--- src/rtl/core/pxcmd_pkg.sv ---
// ----------------------------------------------------------------------------
// pxcmd_pkg
// Shared types, constants and helpers of the pixel command formatter.
// ----------------------------------------------------------------------------
`default_nettype none

package pxcmd_pkg;

    localparam int COORD_W      = 14;
    localparam int POS_W        = 15;
    localparam int RGB_W        = 24;
    localparam int NDIG         = 5;
    localparam int IDX_W        = 5;
    localparam int CFG_IDX_W    = 3;
    localparam int CFG_DATA_W   = 24;
    localparam int PIXEL_W      = 32;
    localparam int BYTE_W       = 8;
    localparam int MAX_DIMENSION_DEF = 9999;

    // q = (v * 52429) >> 19 equals v / 10 for every v below 262149
    localparam logic [15:0] DIV10_MUL   = 16'd52429;
    localparam int          DIV10_SHIFT = 19;

    localparam logic [7:0] CH_P  = 8'h50;
    localparam logic [7:0] CH_X  = 8'h58;
    localparam logic [7:0] CH_SP = 8'h20;
    localparam logic [7:0] CH_NL = 8'h0A;
    localparam logic [7:0] CH_0  = 8'h30;
    localparam logic [7:0] CH_A  = 8'h61;

    typedef enum logic [CFG_IDX_W-1:0] {
        REG_WIDTH        = 3'd0,
        REG_HEIGHT       = 3'd1,
        REG_FILTER_EN    = 3'd2,
        REG_KEY_COLOR    = 3'd3,
        REG_X_OFFSET     = 3'd4,
        REG_Y_OFFSET     = 3'd5
    } cfg_reg_t;

    typedef struct packed {
        logic [COORD_W-1:0] width;
        logic [COORD_W-1:0] height;
        logic               filter_en;
        logic [RGB_W-1:0]   key_color;
        logic [COORD_W-1:0] x_offset;
        logic [COORD_W-1:0] y_offset;
    } cfg_t;

    typedef struct packed {
        logic [POS_W-1:0] px;
        logic [POS_W-1:0] py;
        logic [RGB_W-1:0] rgb;
    } coord_t;

    typedef logic [NDIG-1:0][3:0] digits_t;

    typedef struct packed {
        digits_t          xd;
        digits_t          yd;
        logic [RGB_W-1:0] rgb;
    } line_t;

    function automatic logic [7:0] hex_char(input logic [3:0] n);
        logic [7:0] c;
        if (n < 4'd10)
            c = CH_0 + {4'd0, n};
        else
            c = CH_A + {4'd0, n} - 8'd10;
        return c;
    endfunction

    // number of significant decimal digits, at least one
    function automatic logic [2:0] digit_count(input digits_t d);
        logic [2:0] n;
        if (d[4] != 4'd0)
            n = 3'd5;
        else if (d[3] != 4'd0)
            n = 3'd4;
        else if (d[2] != 4'd0)
            n = 3'd3;
        else if (d[1] != 4'd0)
            n = 3'd2;
        else
            n = 3'd1;
        return n;
    endfunction

endpackage

`default_nettype wire

--- src/rtl/core/pxcmd_position.sv ---
// ----------------------------------------------------------------------------
// pxcmd_position
// Input register: raster position counters, skip decision, offset sums.
// ----------------------------------------------------------------------------
`default_nettype none

module pxcmd_position #(
    parameter int MAX_DIMENSION = pxcmd_pkg::MAX_DIMENSION_DEF
) (
    input  wire logic                           clk,
    input  wire logic                           rst_n,
    input  wire pxcmd_pkg::cfg_t                cfg,
    input  wire logic                           s_tvalid,
    output logic                                s_tready,
    // red [7:0], green [15:8], blue [23:16], alpha [31:24]
    input  wire logic [pxcmd_pkg::PIXEL_W-1:0]  s_tdata,
    output logic                                hold_valid,
    input  wire logic                           hold_ready,
    output pxcmd_pkg::coord_t                   hold_data
);
    import pxcmd_pkg::*;

    localparam logic [COORD_W-1:0] MAX_DIM = COORD_W'(MAX_DIMENSION);

    logic [COORD_W-1:0] col_reg, col_next;
    logic [COORD_W-1:0] row_reg, row_next;
    logic               hold_valid_reg, hold_valid_next;
    coord_t             hold_data_reg;

    logic [7:0]         red, green, blue, alpha;
    logic [RGB_W-1:0]   rgb;
    logic [COORD_W-1:0] col_inc, row_inc;
    logic               col_wrap, row_wrap;
    logic               oversized, skip, accept;

    assign red   = s_tdata[7:0];
    assign green = s_tdata[15:8];
    assign blue  = s_tdata[23:16];
    assign alpha = s_tdata[31:24];
    assign rgb   = {red, green, blue};

    assign accept   = s_tvalid && s_tready;
    assign s_tready = !hold_valid_reg || hold_ready;

    assign oversized = (cfg.width > MAX_DIM) || (cfg.height > MAX_DIM);
    assign skip      = oversized || (alpha == 8'd0)
                       || (cfg.filter_en && (rgb == cfg.key_color));

    assign col_inc  = col_reg + COORD_W'(1);
    assign row_inc  = row_reg + COORD_W'(1);
    // a count beyond a lowered size wraps on the next pixel
    assign col_wrap = (col_inc >= cfg.width) || (col_reg >= cfg.width);
    assign row_wrap = (row_inc >= cfg.height) || (row_reg >= cfg.height);

    always_comb
    begin
        col_next        = col_reg;
        row_next        = row_reg;
        hold_valid_next = hold_valid_reg;
        if (accept)
        begin
            if (col_wrap)
            begin
                col_next = '0;
                row_next = row_wrap ? '0 : row_inc;
            end
            else
            begin
                col_next = col_inc;
            end
            hold_valid_next = !skip;
        end
        else if (hold_ready)
        begin
            hold_valid_next = 1'b0;
        end
    end

    always_ff @(posedge clk or negedge rst_n)
    begin
        if (!rst_n)
        begin
            col_reg        <= '0;
            row_reg        <= '0;
            hold_valid_reg <= 1'b0;
        end
        else
        begin
            col_reg        <= col_next;
            row_reg        <= row_next;
            hold_valid_reg <= hold_valid_next;
        end
    end

    always_ff @(posedge clk)
    begin
        if (accept)
        begin
            hold_data_reg.px  <= {1'b0, col_reg} + {1'b0, cfg.x_offset};
            hold_data_reg.py  <= {1'b0, row_reg} + {1'b0, cfg.y_offset};
            hold_data_reg.rgb <= rgb;
        end
    end

    assign hold_valid = hold_valid_reg;
    assign hold_data  = hold_data_reg;

    a_count_hold: assert property (@(posedge clk) disable iff (!rst_n)
        !accept |=> $stable(col_reg) && $stable(row_reg))
        else $error("position moved without a request");

    a_row_on_wrap: assert property (@(posedge clk) disable iff (!rst_n)
        accept && !col_wrap |=> $stable(row_reg))
        else $error("row advanced without column wrap");

    a_hold_kept: assert property (@(posedge clk) disable iff (!rst_n)
        hold_valid_reg && !hold_ready |=> hold_valid_reg && $stable(hold_data_reg))
        else $error("pending coordinate lost");

endmodule

`default_nettype wire

--- src/rtl/core/pxcmd_bcd.sv ---
// ----------------------------------------------------------------------------
// pxcmd_bcd
// Binary to decimal conversion of both coordinates, one digit per cycle.
// ----------------------------------------------------------------------------
`default_nettype none

module pxcmd_bcd (
    input  wire logic               clk,
    input  wire logic               rst_n,
    input  wire logic               in_valid,
    output logic                    in_ready,
    input  wire pxcmd_pkg::coord_t  in_data,
    output logic                    out_valid,
    input  wire logic               out_ready,
    output pxcmd_pkg::line_t        out_data
);
    import pxcmd_pkg::*;

    localparam int PROD_W = POS_W + 16;

    logic             busy_reg, busy_next;
    logic             done_reg, done_next;
    logic [2:0]       step_reg, step_next;
    logic [POS_W-1:0] xv_reg, yv_reg;
    digits_t          xd_reg, yd_reg;
    logic [RGB_W-1:0] rgb_reg;

    logic [PROD_W-1:0] xprod, yprod;
    logic [POS_W-1:0]  xq, yq;
    logic [POS_W-1:0]  xr, yr;
    logic              accept, last_step;

    assign in_ready  = !busy_reg && (!done_reg || out_ready);
    assign accept    = in_valid && in_ready;
    assign last_step = (step_reg == 3'(NDIG - 1));

    assign xprod = {16'd0, xv_reg} * {{POS_W{1'b0}}, DIV10_MUL};
    assign yprod = {16'd0, yv_reg} * {{POS_W{1'b0}}, DIV10_MUL};
    assign xq    = POS_W'(xprod >> DIV10_SHIFT);
    assign yq    = POS_W'(yprod >> DIV10_SHIFT);
    assign xr    = xv_reg - ((xq << 3) + (xq << 1));
    assign yr    = yv_reg - ((yq << 3) + (yq << 1));

    always_comb
    begin
        busy_next = busy_reg;
        done_next = done_reg;
        step_next = step_reg;
        if (accept)
        begin
            busy_next = 1'b1;
            done_next = 1'b0;
            step_next = '0;
        end
        else if (busy_reg)
        begin
            step_next = step_reg + 3'd1;
            if (last_step)
            begin
                busy_next = 1'b0;
                done_next = 1'b1;
            end
        end
        else if (out_ready)
        begin
            done_next = 1'b0;
        end
    end

    always_ff @(posedge clk or negedge rst_n)
    begin
        if (!rst_n)
        begin
            busy_reg <= 1'b0;
            done_reg <= 1'b0;
            step_reg <= '0;
        end
        else
        begin
            busy_reg <= busy_next;
            done_reg <= done_next;
            step_reg <= step_next;
        end
    end

    // digits shift in from the top; units end at index 0
    always_ff @(posedge clk)
    begin
        if (accept)
        begin
            xv_reg  <= in_data.px;
            yv_reg  <= in_data.py;
            rgb_reg <= in_data.rgb;
        end
        else if (busy_reg)
        begin
            xv_reg <= xq;
            yv_reg <= yq;
            xd_reg <= {xr[3:0], xd_reg[NDIG-1:1]};
            yd_reg <= {yr[3:0], yd_reg[NDIG-1:1]};
        end
    end

    assign out_valid    = done_reg;
    assign out_data.xd  = xd_reg;
    assign out_data.yd  = yd_reg;
    assign out_data.rgb = rgb_reg;

    a_busy_done: assert property (@(posedge clk) disable iff (!rst_n)
        busy_reg |-> !done_reg)
        else $error("conversion flagged done while running");

    a_step_done: assert property (@(posedge clk) disable iff (!rst_n)
        busy_reg && last_step |=> done_reg && !busy_reg)
        else $error("conversion did not finish after last digit");

endmodule

`default_nettype wire

--- src/rtl/core/pxcmd_emit.sv ---
// ----------------------------------------------------------------------------
// pxcmd_emit
// Line sequencer: walks one command line and drives the byte output register.
// ----------------------------------------------------------------------------
`default_nettype none

module pxcmd_emit (
    input  wire logic               clk,
    input  wire logic               rst_n,
    input  wire logic               in_valid,
    output logic                    in_ready,
    input  wire pxcmd_pkg::line_t   in_data,
    output logic                    m_tvalid,
    input  wire logic               m_tready,
    // text_byte [7:0]
    output logic [pxcmd_pkg::BYTE_W-1:0] m_tdata,
    output logic                    m_tlast
);
    import pxcmd_pkg::*;

    logic             line_valid_reg, line_valid_next;
    logic [IDX_W-1:0] idx_reg, idx_next;
    logic             out_valid_reg, out_valid_next;
    logic [7:0]       out_byte_reg;
    logic             out_last_reg;

    digits_t          xd_reg, yd_reg;
    logic [RGB_W-1:0] rgb_reg;
    logic [IDX_W-1:0] xe_reg, ye_reg, hs_reg, nl_reg;

    logic [IDX_W-1:0] xe_in, ye_in, hs_in;
    logic [IDX_W-1:0] kx, ky, kh;
    logic [7:0]       byte_sel;
    logic             adv, at_end, load;

    function automatic logic [3:0] digit_pick(input digits_t d, input logic [2:0] k);
        logic [3:0] v;
        case (k)
            3'd0:    v = d[0];
            3'd1:    v = d[1];
            3'd2:    v = d[2];
            3'd3:    v = d[3];
            3'd4:    v = d[4];
            default: v = 4'd0;
        endcase
        return v;
    endfunction

    function automatic logic [3:0] nibble_pick(input logic [RGB_W-1:0] c,
                                               input logic [2:0] j);
        logic [3:0] v;
        case (j)
            3'd0:    v = c[23:20];
            3'd1:    v = c[19:16];
            3'd2:    v = c[15:12];
            3'd3:    v = c[11:8];
            3'd4:    v = c[7:4];
            3'd5:    v = c[3:0];
            default: v = 4'd0;
        endcase
        return v;
    endfunction

    // layout: "PX " x-digits ' ' y-digits ' ' six hex digits '\n'
    assign xe_in = IDX_W'(3) + IDX_W'(digit_count(in_data.xd));
    assign ye_in = xe_in + IDX_W'(1) + IDX_W'(digit_count(in_data.yd));
    assign hs_in = ye_in + IDX_W'(1);

    assign at_end   = (idx_reg == nl_reg);
    assign adv      = line_valid_reg && (!out_valid_reg || m_tready);
    assign in_ready = !line_valid_reg || (adv && at_end);
    assign load     = in_valid && in_ready;

    // digits are printed most significant first
    assign kx = xe_reg - IDX_W'(1) - idx_reg;
    assign ky = ye_reg - IDX_W'(1) - idx_reg;
    assign kh = idx_reg - hs_reg;

    always_comb
    begin
        if (idx_reg == IDX_W'(0))
            byte_sel = CH_P;
        else if (idx_reg == IDX_W'(1))
            byte_sel = CH_X;
        else if (idx_reg == IDX_W'(2))
            byte_sel = CH_SP;
        else if (idx_reg < xe_reg)
            byte_sel = CH_0 + {4'd0, digit_pick(xd_reg, kx[2:0])};
        else if (idx_reg == xe_reg)
            byte_sel = CH_SP;
        else if (idx_reg < ye_reg)
            byte_sel = CH_0 + {4'd0, digit_pick(yd_reg, ky[2:0])};
        else if (idx_reg == ye_reg)
            byte_sel = CH_SP;
        else if (idx_reg < nl_reg)
            byte_sel = hex_char(nibble_pick(rgb_reg, kh[2:0]));
        else
            byte_sel = CH_NL;
    end

    always_comb
    begin
        line_valid_next = line_valid_reg;
        idx_next        = idx_reg;
        out_valid_next  = out_valid_reg;
        if (adv)
            out_valid_next = 1'b1;
        else if (m_tready)
            out_valid_next = 1'b0;
        if (load)
        begin
            line_valid_next = 1'b1;
            idx_next        = '0;
        end
        else if (adv)
        begin
            if (at_end)
                line_valid_next = 1'b0;
            else
                idx_next = idx_reg + IDX_W'(1);
        end
    end

    always_ff @(posedge clk or negedge rst_n)
    begin
        if (!rst_n)
        begin
            line_valid_reg <= 1'b0;
            idx_reg        <= '0;
            out_valid_reg  <= 1'b0;
        end
        else
        begin
            line_valid_reg <= line_valid_next;
            idx_reg        <= idx_next;
            out_valid_reg  <= out_valid_next;
        end
    end

    always_ff @(posedge clk)
    begin
        if (load)
        begin
            xd_reg  <= in_data.xd;
            yd_reg  <= in_data.yd;
            rgb_reg <= in_data.rgb;
            xe_reg  <= xe_in;
            ye_reg  <= ye_in;
            hs_reg  <= hs_in;
            nl_reg  <= hs_in + IDX_W'(6);
        end
        if (adv)
        begin
            out_byte_reg <= byte_sel;
            out_last_reg <= at_end;
        end
    end

    assign m_tvalid = out_valid_reg;
    assign m_tdata  = out_byte_reg;
    assign m_tlast  = out_last_reg;

    a_last_newline: assert property (@(posedge clk) disable iff (!rst_n)
        m_tvalid && m_tlast |-> m_tdata == CH_NL)
        else $error("line end flag on a byte other than newline");

    a_idx_range: assert property (@(posedge clk) disable iff (!rst_n)
        line_valid_reg |-> idx_reg <= nl_reg)
        else $error("byte index ran past the line");

endmodule

`default_nettype wire

--- src/rtl/core/pixel_filter_command_formatter.sv ---
// ----------------------------------------------------------------------------
// pixel_filter_command_formatter
// Turns a raster stream of RGBA pixels into "PX x y rrggbb\n" text commands.
// ----------------------------------------------------------------------------
// Usage:
//   Pixels enter on the s_t* request channel in raster order. Column and row
//   counters wrap at the configured width and height. A pixel with zero alpha,
//   or whose RGB matches the filter color while filtering is on, is dropped,
//   as is every pixel while width or height exceeds MAX_DIMENSION; otherwise
//   one ASCII line (14 to 22 bytes) leaves on m_t*, one byte per request,
//   with m_tlast on the closing newline.
//   Registers are written over cfg_valid/cfg_index/cfg_data (always ready);
//   the user must write them only while the block is idle (not enforced).
//   Throughput: dropped pixels are taken every cycle unless a kept pixel
//   waits in the hold register. An emitted line holds the output, one byte
//   per cycle from the output register while m_tready is high. Decimal
//   conversion (one digit per cycle) and one pending pixel overlap the line
//   in flight. On an empty pipeline a pixel passes the hold register,
//   conversion and line sequencer before its first byte is registered.
//   Reset clears position counters and all buffers; registers return to
//   width 1, height 1, everything else 0. When m_tready is low, bytes hold
//   and the input backs up once the pending and conversion stages are full.
// ----------------------------------------------------------------------------
`default_nettype none

module pixel_filter_command_formatter #(
    parameter int MAX_DIMENSION = pxcmd_pkg::MAX_DIMENSION_DEF
) (
    input  wire logic                              clk,
    input  wire logic                              rst_n,
    input  wire logic                              cfg_valid,
    output logic                                   cfg_ready,
    input  wire logic [pxcmd_pkg::CFG_IDX_W-1:0]   cfg_index,
    input  wire logic [pxcmd_pkg::CFG_DATA_W-1:0]  cfg_data,
    input  wire logic                              s_tvalid,
    output logic                                   s_tready,
    // red [7:0], green [15:8], blue [23:16], alpha [31:24]
    input  wire logic [pxcmd_pkg::PIXEL_W-1:0]     s_tdata,
    output logic                                   m_tvalid,
    input  wire logic                              m_tready,
    // text_byte [7:0]
    output logic [pxcmd_pkg::BYTE_W-1:0]           m_tdata,
    output logic                                   m_tlast
);
    import pxcmd_pkg::*;

    cfg_t   cfg_reg;
    logic   hold_valid, hold_ready;
    coord_t hold_data;
    logic   conv_valid, conv_ready;
    line_t  conv_data;

    assign cfg_ready = 1'b1;

    always_ff @(posedge clk or negedge rst_n)
    begin
        if (!rst_n)
        begin
            cfg_reg.width        <= COORD_W'(1);
            cfg_reg.height       <= COORD_W'(1);
            cfg_reg.filter_en    <= 1'b0;
            cfg_reg.key_color    <= '0;
            cfg_reg.x_offset     <= '0;
            cfg_reg.y_offset     <= '0;
        end
        else if (cfg_valid && cfg_ready)
        begin
            case (cfg_reg_t'(cfg_index))
                REG_WIDTH:        cfg_reg.width        <= cfg_data[COORD_W-1:0];
                REG_HEIGHT:       cfg_reg.height       <= cfg_data[COORD_W-1:0];
                REG_FILTER_EN:    cfg_reg.filter_en    <= cfg_data[0];
                REG_KEY_COLOR:    cfg_reg.key_color    <= cfg_data[RGB_W-1:0];
                REG_X_OFFSET:     cfg_reg.x_offset     <= cfg_data[COORD_W-1:0];
                REG_Y_OFFSET:     cfg_reg.y_offset     <= cfg_data[COORD_W-1:0];
                default:          ;
            endcase
        end
    end

    pxcmd_position #(
        .MAX_DIMENSION (MAX_DIMENSION)
    ) u_position (
        .clk        (clk),
        .rst_n      (rst_n),
        .cfg        (cfg_reg),
        .s_tvalid   (s_tvalid),
        .s_tready   (s_tready),
        .s_tdata    (s_tdata),
        .hold_valid (hold_valid),
        .hold_ready (hold_ready),
        .hold_data  (hold_data)
    );

    pxcmd_bcd u_bcd (
        .clk       (clk),
        .rst_n     (rst_n),
        .in_valid  (hold_valid),
        .in_ready  (hold_ready),
        .in_data   (hold_data),
        .out_valid (conv_valid),
        .out_ready (conv_ready),
        .out_data  (conv_data)
    );

    pxcmd_emit u_emit (
        .clk      (clk),
        .rst_n    (rst_n),
        .in_valid (conv_valid),
        .in_ready (conv_ready),
        .in_data  (conv_data),
        .m_tvalid (m_tvalid),
        .m_tready (m_tready),
        .m_tdata  (m_tdata),
        .m_tlast  (m_tlast)
    );

endmodule

`default_nettype wire

--- config.mk ---
export PLATFORM = sky130hd
export DESIGN_NAME = pixel_filter_command_formatter
export DESIGN_NICKNAME = d
export VERILOG_FILES = /design/src/rtl/core/pxcmd_pkg.sv /design/src/rtl/core/pxcmd_position.sv /design/src/rtl/core/pxcmd_bcd.sv /design/src/rtl/core/pxcmd_emit.sv /design/src/rtl/core/pixel_filter_command_formatter.sv
export SDC_FILE = /design/constraint.sdc
export NUM_CORES = 1
export LEC_CHECK = 0
export BUFFER_PORTS_ARGS = -buffer_cell sky130_fd_sc_hd__buf_2
export CAP_MARGIN = 10
export CELL_PAD_IN_SITES_DETAIL_PLACEMENT = 1
export CELL_PAD_IN_SITES_GLOBAL_PLACEMENT = 1
export CORE_MARGIN = 1
export CORE_UTILIZATION = 30
export CTS_CLUSTER_DIAMETER = 40
export DETAILED_ROUTE_END_ITERATION = 8
export GPL_ROUTABILITY_DRIVEN = 0
export PLACE_DENSITY_LB_ADDON = 0.1
export SETUP_SLACK_MARGIN = 0.2
export SLEW_MARGIN = 20
export SYNTH_ARGS = -nofsm -noshare
export SYNTH_HDL_FRONTEND = slang
export SYNTH_HIERARCHICAL = 1
export SYNTH_SLANG_ARGS = --single-unit
--- constraint.sdc ---
create_clock -name clk -period 5.4 [get_ports clk]
set_input_delay 1.08 -clock clk [delete_from_list [all_inputs] [get_ports clk]]
set_output_delay 1.08 -clock clk [all_outputs]
set_load 0.02 [all_outputs]
==> flow_metrics.env, run 1 <==
export IMPL_cts_buffers_inserted=71
export IMPL_slew_viol_final=0
export IMPL_fmax_mhz=173.7
export IMPL_layout_area_seq_mm2=0.01014
export IMPL_start_util_pct=30.32
export IMPL_synth_ff_latch_count=358
export IMPL_status="finished, violations left"
export IMPL_yosysTopAreaCell="edfxtp_1"
export IMPL_hold_class="input port to async pin"
export IMPL_nFillCells=8818
export IMPL_pin_count=76
export IMPL_port_buffers=73
export IMPL_largest_register_ff_count=81
export IMPL_max_slew_margin_pct=33.92
export IMPL_drc=0
export IMPL_cts_tree="built"
export IMPL_grt_usage_pct=16.51
export IMPL_async_reset_ff_share_pct=34.08
export IMPL_setup_violations=19
export IMPL_synth_ff_type="edfxtp_1"
export IMPL_cts_root_buffer="clkbuf_16"
export IMPL_crit_family="adder cells"
export IMPL_worst_pin_slew_ns=0.9897
export IMPL_dp_hpwl_um=53920
export IMPL_clk_pin_slew_ns=0.05
export IMPL_cts_hold_fix_buffers=0
export IMPL_slowest_stage="fa_1"
export IMPL_instances_no_fill=3545
export IMPL_fin_skew_ns=0.03394
export IMPL_synth_top_cells_by_area="edfxtp_1 (29%), ha_1 (18%), dfrtp_1 (12%)"
export IMPL_antenna_found_initial=4
export IMPL_syn_area_per_cell_um2=11.80
export IMPL_syn_area_mm2=0.02486
export IMPL_ys_types=105
export IMPL_die_area_mm2=0.08400
export IMPL_endpoint_kind="register"
export IMPL_synthTopCellsByCount="ha_1 (355), inv_1 (300), edfxtp_1 (236)"
export IMPL_drt_wl_total_um=68780
export IMPL_clockBufferDepth=3
export IMPL_path_cells="ha_4 -> fa_2 -> inv_2 -> fa_1 -> fa_2 -> fa_1 -> fa_1 -> ha_4 -> a21o_1 -> a21oi_4 -> o21a_1 -> a311oi_2 -> o21a_1 -> buf_4 -> nor3_4 -> nor2_1 -> ha_1 -> a211oi_2 -> xnor3_1"
export IMPL_std_cell_rows=105
export IMPL_nets=2951
export IMPL_clock_latency_ns=0.59
export IMPL_maxCapViolCount=0
export IMPL_clock_sinks=358
export IMPL_crit_required_ns=5.72
export IMPL_grt_first_pass_wirelength_um=108200
export IMPL_syn_nets=2639
export IMPL_vias=16750
export IMPL_die_h_um=289.8
export IMPL_area_growth_synth_to_final_pct=26.48
export IMPL_rsz0062_at_grt="true"
export IMPL_syn_instance_count=2106
export IMPL_die_w_um=289.8
export IMPL_finalCriticalPeriod_ns=5.757
export IMPL_vias_per_cell=4.726
export IMPL_antenna_left=0
export IMPL_wl_per_cell_um=19.40
export IMPL_setup_worst_path_class="register to register"
export IMPL_drt_initial_drc_count=520
export IMPL_crit_top_cell="fa_1"
export IMPL_dp_cells=3369
export IMPL_grt_overflow=0
export IMPL_worst_slack_ns=-0.3574
export IMPL_n_antenna_cell=0
export IMPL_grt_pass1_vias=18750
export IMPL_drive_above_1_share_pct=27.31
export IMPL_hold_viol_final=0
export IMPL_ys_warn_count=6
export IMPL_max_stage_delay_ns=0.59
export IMPL_multi_input_area_mm2=0.01440
export IMPL_crit_path_start="u_bcd/yv_reg[1]$_DFFE_PP_"
export IMPL_synth_top_area_share_pct=28.51
export IMPL_worstPathMaxFanout=4
export IMPL_r2r_start="u_bcd/yv_reg[1]$_DFFE_PP_"
export IMPL_synth_edf_count=236
export IMPL_min_period_over_period_pct=106.6
export IMPL_detail_route_first_pass_iterations=4
export IMPL_failed_checks="negative setup slack"
export IMPL_crit_path_start_kind="register"
export IMPL_yosysMostFrequentCell="ha_1"
export IMPL_critPathBufInv=2
export IMPL_htreeDepth=3
export IMPL_cp_arrival_ns=6.08
export IMPL_grt_max_degree=86
export IMPL_core_mm2=0.08198
export IMPL_ys_seq_area_share_pct=40.81
path summary, 6_finish.rpt:
kind | endpoint | slack (ns) | depth (start not counted)
hold reg to reg | u_emit/yd_reg[2]$_DFFE_PP_ | 0.41 | 0
max in group asynchronous | u_position/row_reg[3]$_DFFE_PN0P_ | 3.87 | 2
min in group clk | u_emit/yd_reg[2]$_DFFE_PP_ | 0.41 | 0
setup reg to reg | u_bcd/out_data[43]$_DFFE_PP_ | -0.36 | 19
setup / recovery | u_bcd/out_data[43]$_DFFE_PP_ | -0.36 | 19
hold / removal | cfg_reg[26]$_DFFE_PN0P_ | 0.37 | 1
final cells by class:
cell class / instances / area share [%]
Clock buffer: 88 / 6.185
Clock inverter: 42 / 1.596
Inverter: 301 / 3.602
Multi-Input combinational cell: 1411 / 45.79
Sequential cell: 358 / 32.27
Tap cell: 1070 / 4.259
Timing Repair Buffer: 275 / 6.300
cells by family (layout without fill, tap and decap cells):
group                      count (synthesis)  after routing  share of synthesized area [%]
AOI/OAI and AO/OA                        323            323                          8.825
xor gates and xnor gates                 131            131                          4.818
buffers and inverters                    337            706                          5.427
adders and majority gates                469            469                          27.05
DFF                                      358            358                          40.81
and+or+nand+nor                          377            377                          7.994
other                                      2              2                        0.03022
muxes                                    109            109                          5.049
cells in the final DEF (no fill, tap or decap), types with 37 or more instances in the layout:
cell,n
ha_1,313
nor2_1,65
nand2_1,98
buf_4,182
a21oi_1,63
fa_1,101
buf_2,72
dfrtp_1,119
a21o_1,37
edfxtp_1,236
ha_4,39
o21ai_0,48
mux2_2,84
xnor2_1,79
inv_1,277
xor2_1,37
clkbuf_16,74
metal layers:
metal / global-route usage [%] / part of all wire (%)
met1: 21.65 / 47
met2: 28.64 / 50
met3: 2.206 / 2.1
met4: 4.035 / 1.7
met5: 0 / 0
repair_timing:
item                                    CTS  global route
setup buffers                            26            18
gates resized for setup                  66            90
endpoints found under the setup margin   30            28
hold endpoints to repair                  0             0
pin swaps                                53            57
stage by stage:
step	area (µm²)	hold slack (ns)	worst slack [ns]	util [%]	setup TNS [ns]
after detailed placement	27800	0.4056	-0.6181	33.91	-8.907
after CTS	30800	0.3451	-0.4092	37.57	-2.634
after global routing	31440	0.3621	-0.5509	38.35	-7.372
after floorplan	25100	0.4003	-0.1859	-	-0.1888
final	31440	0.3712	-0.3574	38.35	-3.140
after global placement	27800	0.4016	-0.5309	33.91	-6.732
Power of run 1 is left out: the tool's default activity adds up to more than one toggle a clock period on the data nets, which glitch-free logic cannot reach.
==> inputs of run 2 (changes only) <==
--- a/config.mk
+++ b/config.mk
@@ -5,14 +5,14 @@
 export SDC_FILE = /design/constraint.sdc
 export NUM_CORES = 1
 export LEC_CHECK = 0
-export BUFFER_PORTS_ARGS = -buffer_cell sky130_fd_sc_hd__buf_2
 export CAP_MARGIN = 10
 export CELL_PAD_IN_SITES_DETAIL_PLACEMENT = 1
 export CELL_PAD_IN_SITES_GLOBAL_PLACEMENT = 1
 export CORE_MARGIN = 1
-export CORE_UTILIZATION = 30
+export CORE_UTILIZATION = 48
 export CTS_CLUSTER_DIAMETER = 40
 export DETAILED_ROUTE_END_ITERATION = 8
+export DONT_BUFFER_PORTS = 1
 export GPL_ROUTABILITY_DRIVEN = 0
 export PLACE_DENSITY_LB_ADDON = 0.1
 export SETUP_SLACK_MARGIN = 0.2
==> run 2 against run 1 <==
  * The run still ends with negative setup slack left
  * Routed wire length is 5.6% lower
  * Cell count shrank 14%
  * Sequential share of layout area grew 1.3 points
  * Critical endpoint unchanged
==> flow_metrics.env, run 2 (synthesized netlist as in run 1, its figures left out) <==
export IMPL_crit_required_ns=5.71
export IMPL_setup_violations=21
export IMPL_cts_tree="built"
export IMPL_grt_overflow=0
export IMPL_cp_arrival_ns=6.06
export IMPL_area_growth_synth_to_final_pct=21.74
export IMPL_rsz0062_at_grt="true"
export IMPL_drt_initial_drc_count=563
export IMPL_worst_slack_ns=-0.3460
export IMPL_cts_root_buffer="clkbuf_16"
export IMPL_maxCapViolCount=0
export IMPL_largest_register_ff_count=81
export IMPL_crit_path_start_kind="register"
export IMPL_n_antenna_cell=0
export IMPL_endpoint_kind="register"
export IMPL_failed_checks="negative setup slack"
export IMPL_die_w_um=229.6
export IMPL_max_slew_margin_pct=31.48
export IMPL_clock_latency_ns=0.60
export IMPL_grt_first_pass_wirelength_um=103800
export IMPL_vias_per_cell=5.497
export IMPL_layout_area_seq_mm2=0.01014
export IMPL_cts_buffers_inserted=67
export IMPL_hold_viol_final=0
export IMPL_slew_viol_final=0
export IMPL_clock_sinks=358
export IMPL_status="finished, violations left"
export IMPL_drc=0
export IMPL_pin_count=76
export IMPL_detail_route_first_pass_iterations=6
export IMPL_setup_worst_path_class="register to register"
export IMPL_hold_class="input port to async pin"
export IMPL_nets=2855
export IMPL_nFillCells=5119
export IMPL_vias=16780
export IMPL_wl_per_cell_um=21.26
export IMPL_final_cell_mix="ha_1 (318), inv_1 (273), edfxtp_1 (236)"
export IMPL_port_buffers=0
export IMPL_std_cell_rows=83
export IMPL_htreeDepth=3
export IMPL_r2r_start="u_bcd/yv_reg[1]$_DFFE_PP_"
export IMPL_worst_pin_slew_ns=1.023
export IMPL_grt_max_degree=123
export IMPL_die_area_mm2=0.05270
export IMPL_antenna_found_initial=3
export IMPL_die_h_um=229.6
export IMPL_worstPathMaxFanout=3
export IMPL_antenna_left=0
export IMPL_setup_tns_final_ns=-3.525
export IMPL_drt_wl_total_um=64910
export IMPL_dp_hpwl_um=48700
export IMPL_grt_pass1_vias=19020
export IMPL_crit_path_start="u_bcd/yv_reg[1]$_DFFE_PP_"
export IMPL_clk_pin_slew_ns=0.05
export IMPL_finalCriticalPeriod_ns=5.746
export IMPL_clockBufferDepth=3
export IMPL_fmax_mhz=174.0
export IMPL_final_common_cell="ha_1"
export IMPL_start_util_pct=48.55
export IMPL_multi_input_area_mm2=0.01441
export IMPL_core_mm2=0.05120
export IMPL_grt_usage_pct=25.17
export IMPL_min_period_over_period_pct=106.4
export IMPL_fin_skew_ns=0.04651
export IMPL_drive_above_1_share_pct=24.95
export IMPL_whs_ns=0.1917
==> run 2: worst max-delay path, cell delays in order (launching register included) <==
cell	delay [ns]
edfxtp_1	0.47
ha_4	0.28
fa_2	0.60
inv_2	0.07
fa_1	0.48
fa_2	0.41
fa_1	0.49
fa_1	0.57
ha_4	0.22
a21o_1	0.17
a21oi_2	0.17
o21a_1	0.15
a311oi_2	0.05
o21a_1	0.23
buf_4	0.15
nor3_4	0.12
nor2_1	0.06
ha_1	0.31
a211oi_2	0.24
xnor3_1	0.24
==> run 2: final cells by class <==
class / count / area share (%)
Clock buffer: 80 / 6.008
Inverter: 301 / 3.734
Timing Repair Buffer: 183 / 4.908
Multi-Input combinational cell: 1411 / 47.62
Tap cell: 680 / 2.812
Clock inverter: 40 / 1.398
Sequential cell: 358 / 33.52
==> run 2: what timing repair did <==
item                       in CTS  in global routing
pin swaps                      90                 76
buffers inserted               32                 18
hold buffers                    0                  0
gates resized for setup       117                 58
setup endpoints to repair      28                 30
==> run 2: metal layers <==
layer / wire (µm) / GRT usage (%) / share of wire, %
met5: 0 / 0 / 0
met4: 1984 / 7.875 / 3.1
met3: 1761 / 3.847 / 2.7
met2: 34160 / 45.84 / 53
met1: 27000 / 30.30 / 42
==> run 2: worst paths after layout <==
| path | cells after the start | slack [ns] | to |
|---|---|---|---|
| setup / recovery | 19 | -0.35 | u_bcd/out_data[43]$_DFFE_PP_ |
| hold / removal | 0 | 0.19 | cfg_reg[60]$_DFFE_PN0P_ |
| setup reg to reg | 19 | -0.35 | u_bcd/out_data[43]$_DFFE_PP_ |
| hold reg to reg | 0 | 0.42 | u_emit/xd_reg[3]$_DFFE_PP_ |
| max in group asynchronous | 0 | 4.91 | cfg_reg[67]$_DFFE_PN1P_ |
| min in group clk | 0 | 0.42 | u_emit/xd_reg[3]$_DFFE_PP_ |
==> run 2: metrics by stage <==
| stage | instance area [µm²] | std cells | setup WS, ns | util, % |
|---|---|---|---|---|
| finish | 30260 | 3053 | -0.3460 | 59.10 |
| CTS | 29810 | 3034 | -0.3183 | 58.22 |
| global route | 30260 | 3053 | -0.5562 | 59.10 |
| detailed placement | 26770 | 2882 | -0.6778 | 52.28 |
| floorplan | 25100 | 2106 | -0.1859 | - |
| global placement | 26770 | 2882 | -0.3249 | 52.28 |
Power of run 2 is left out for the same reason.
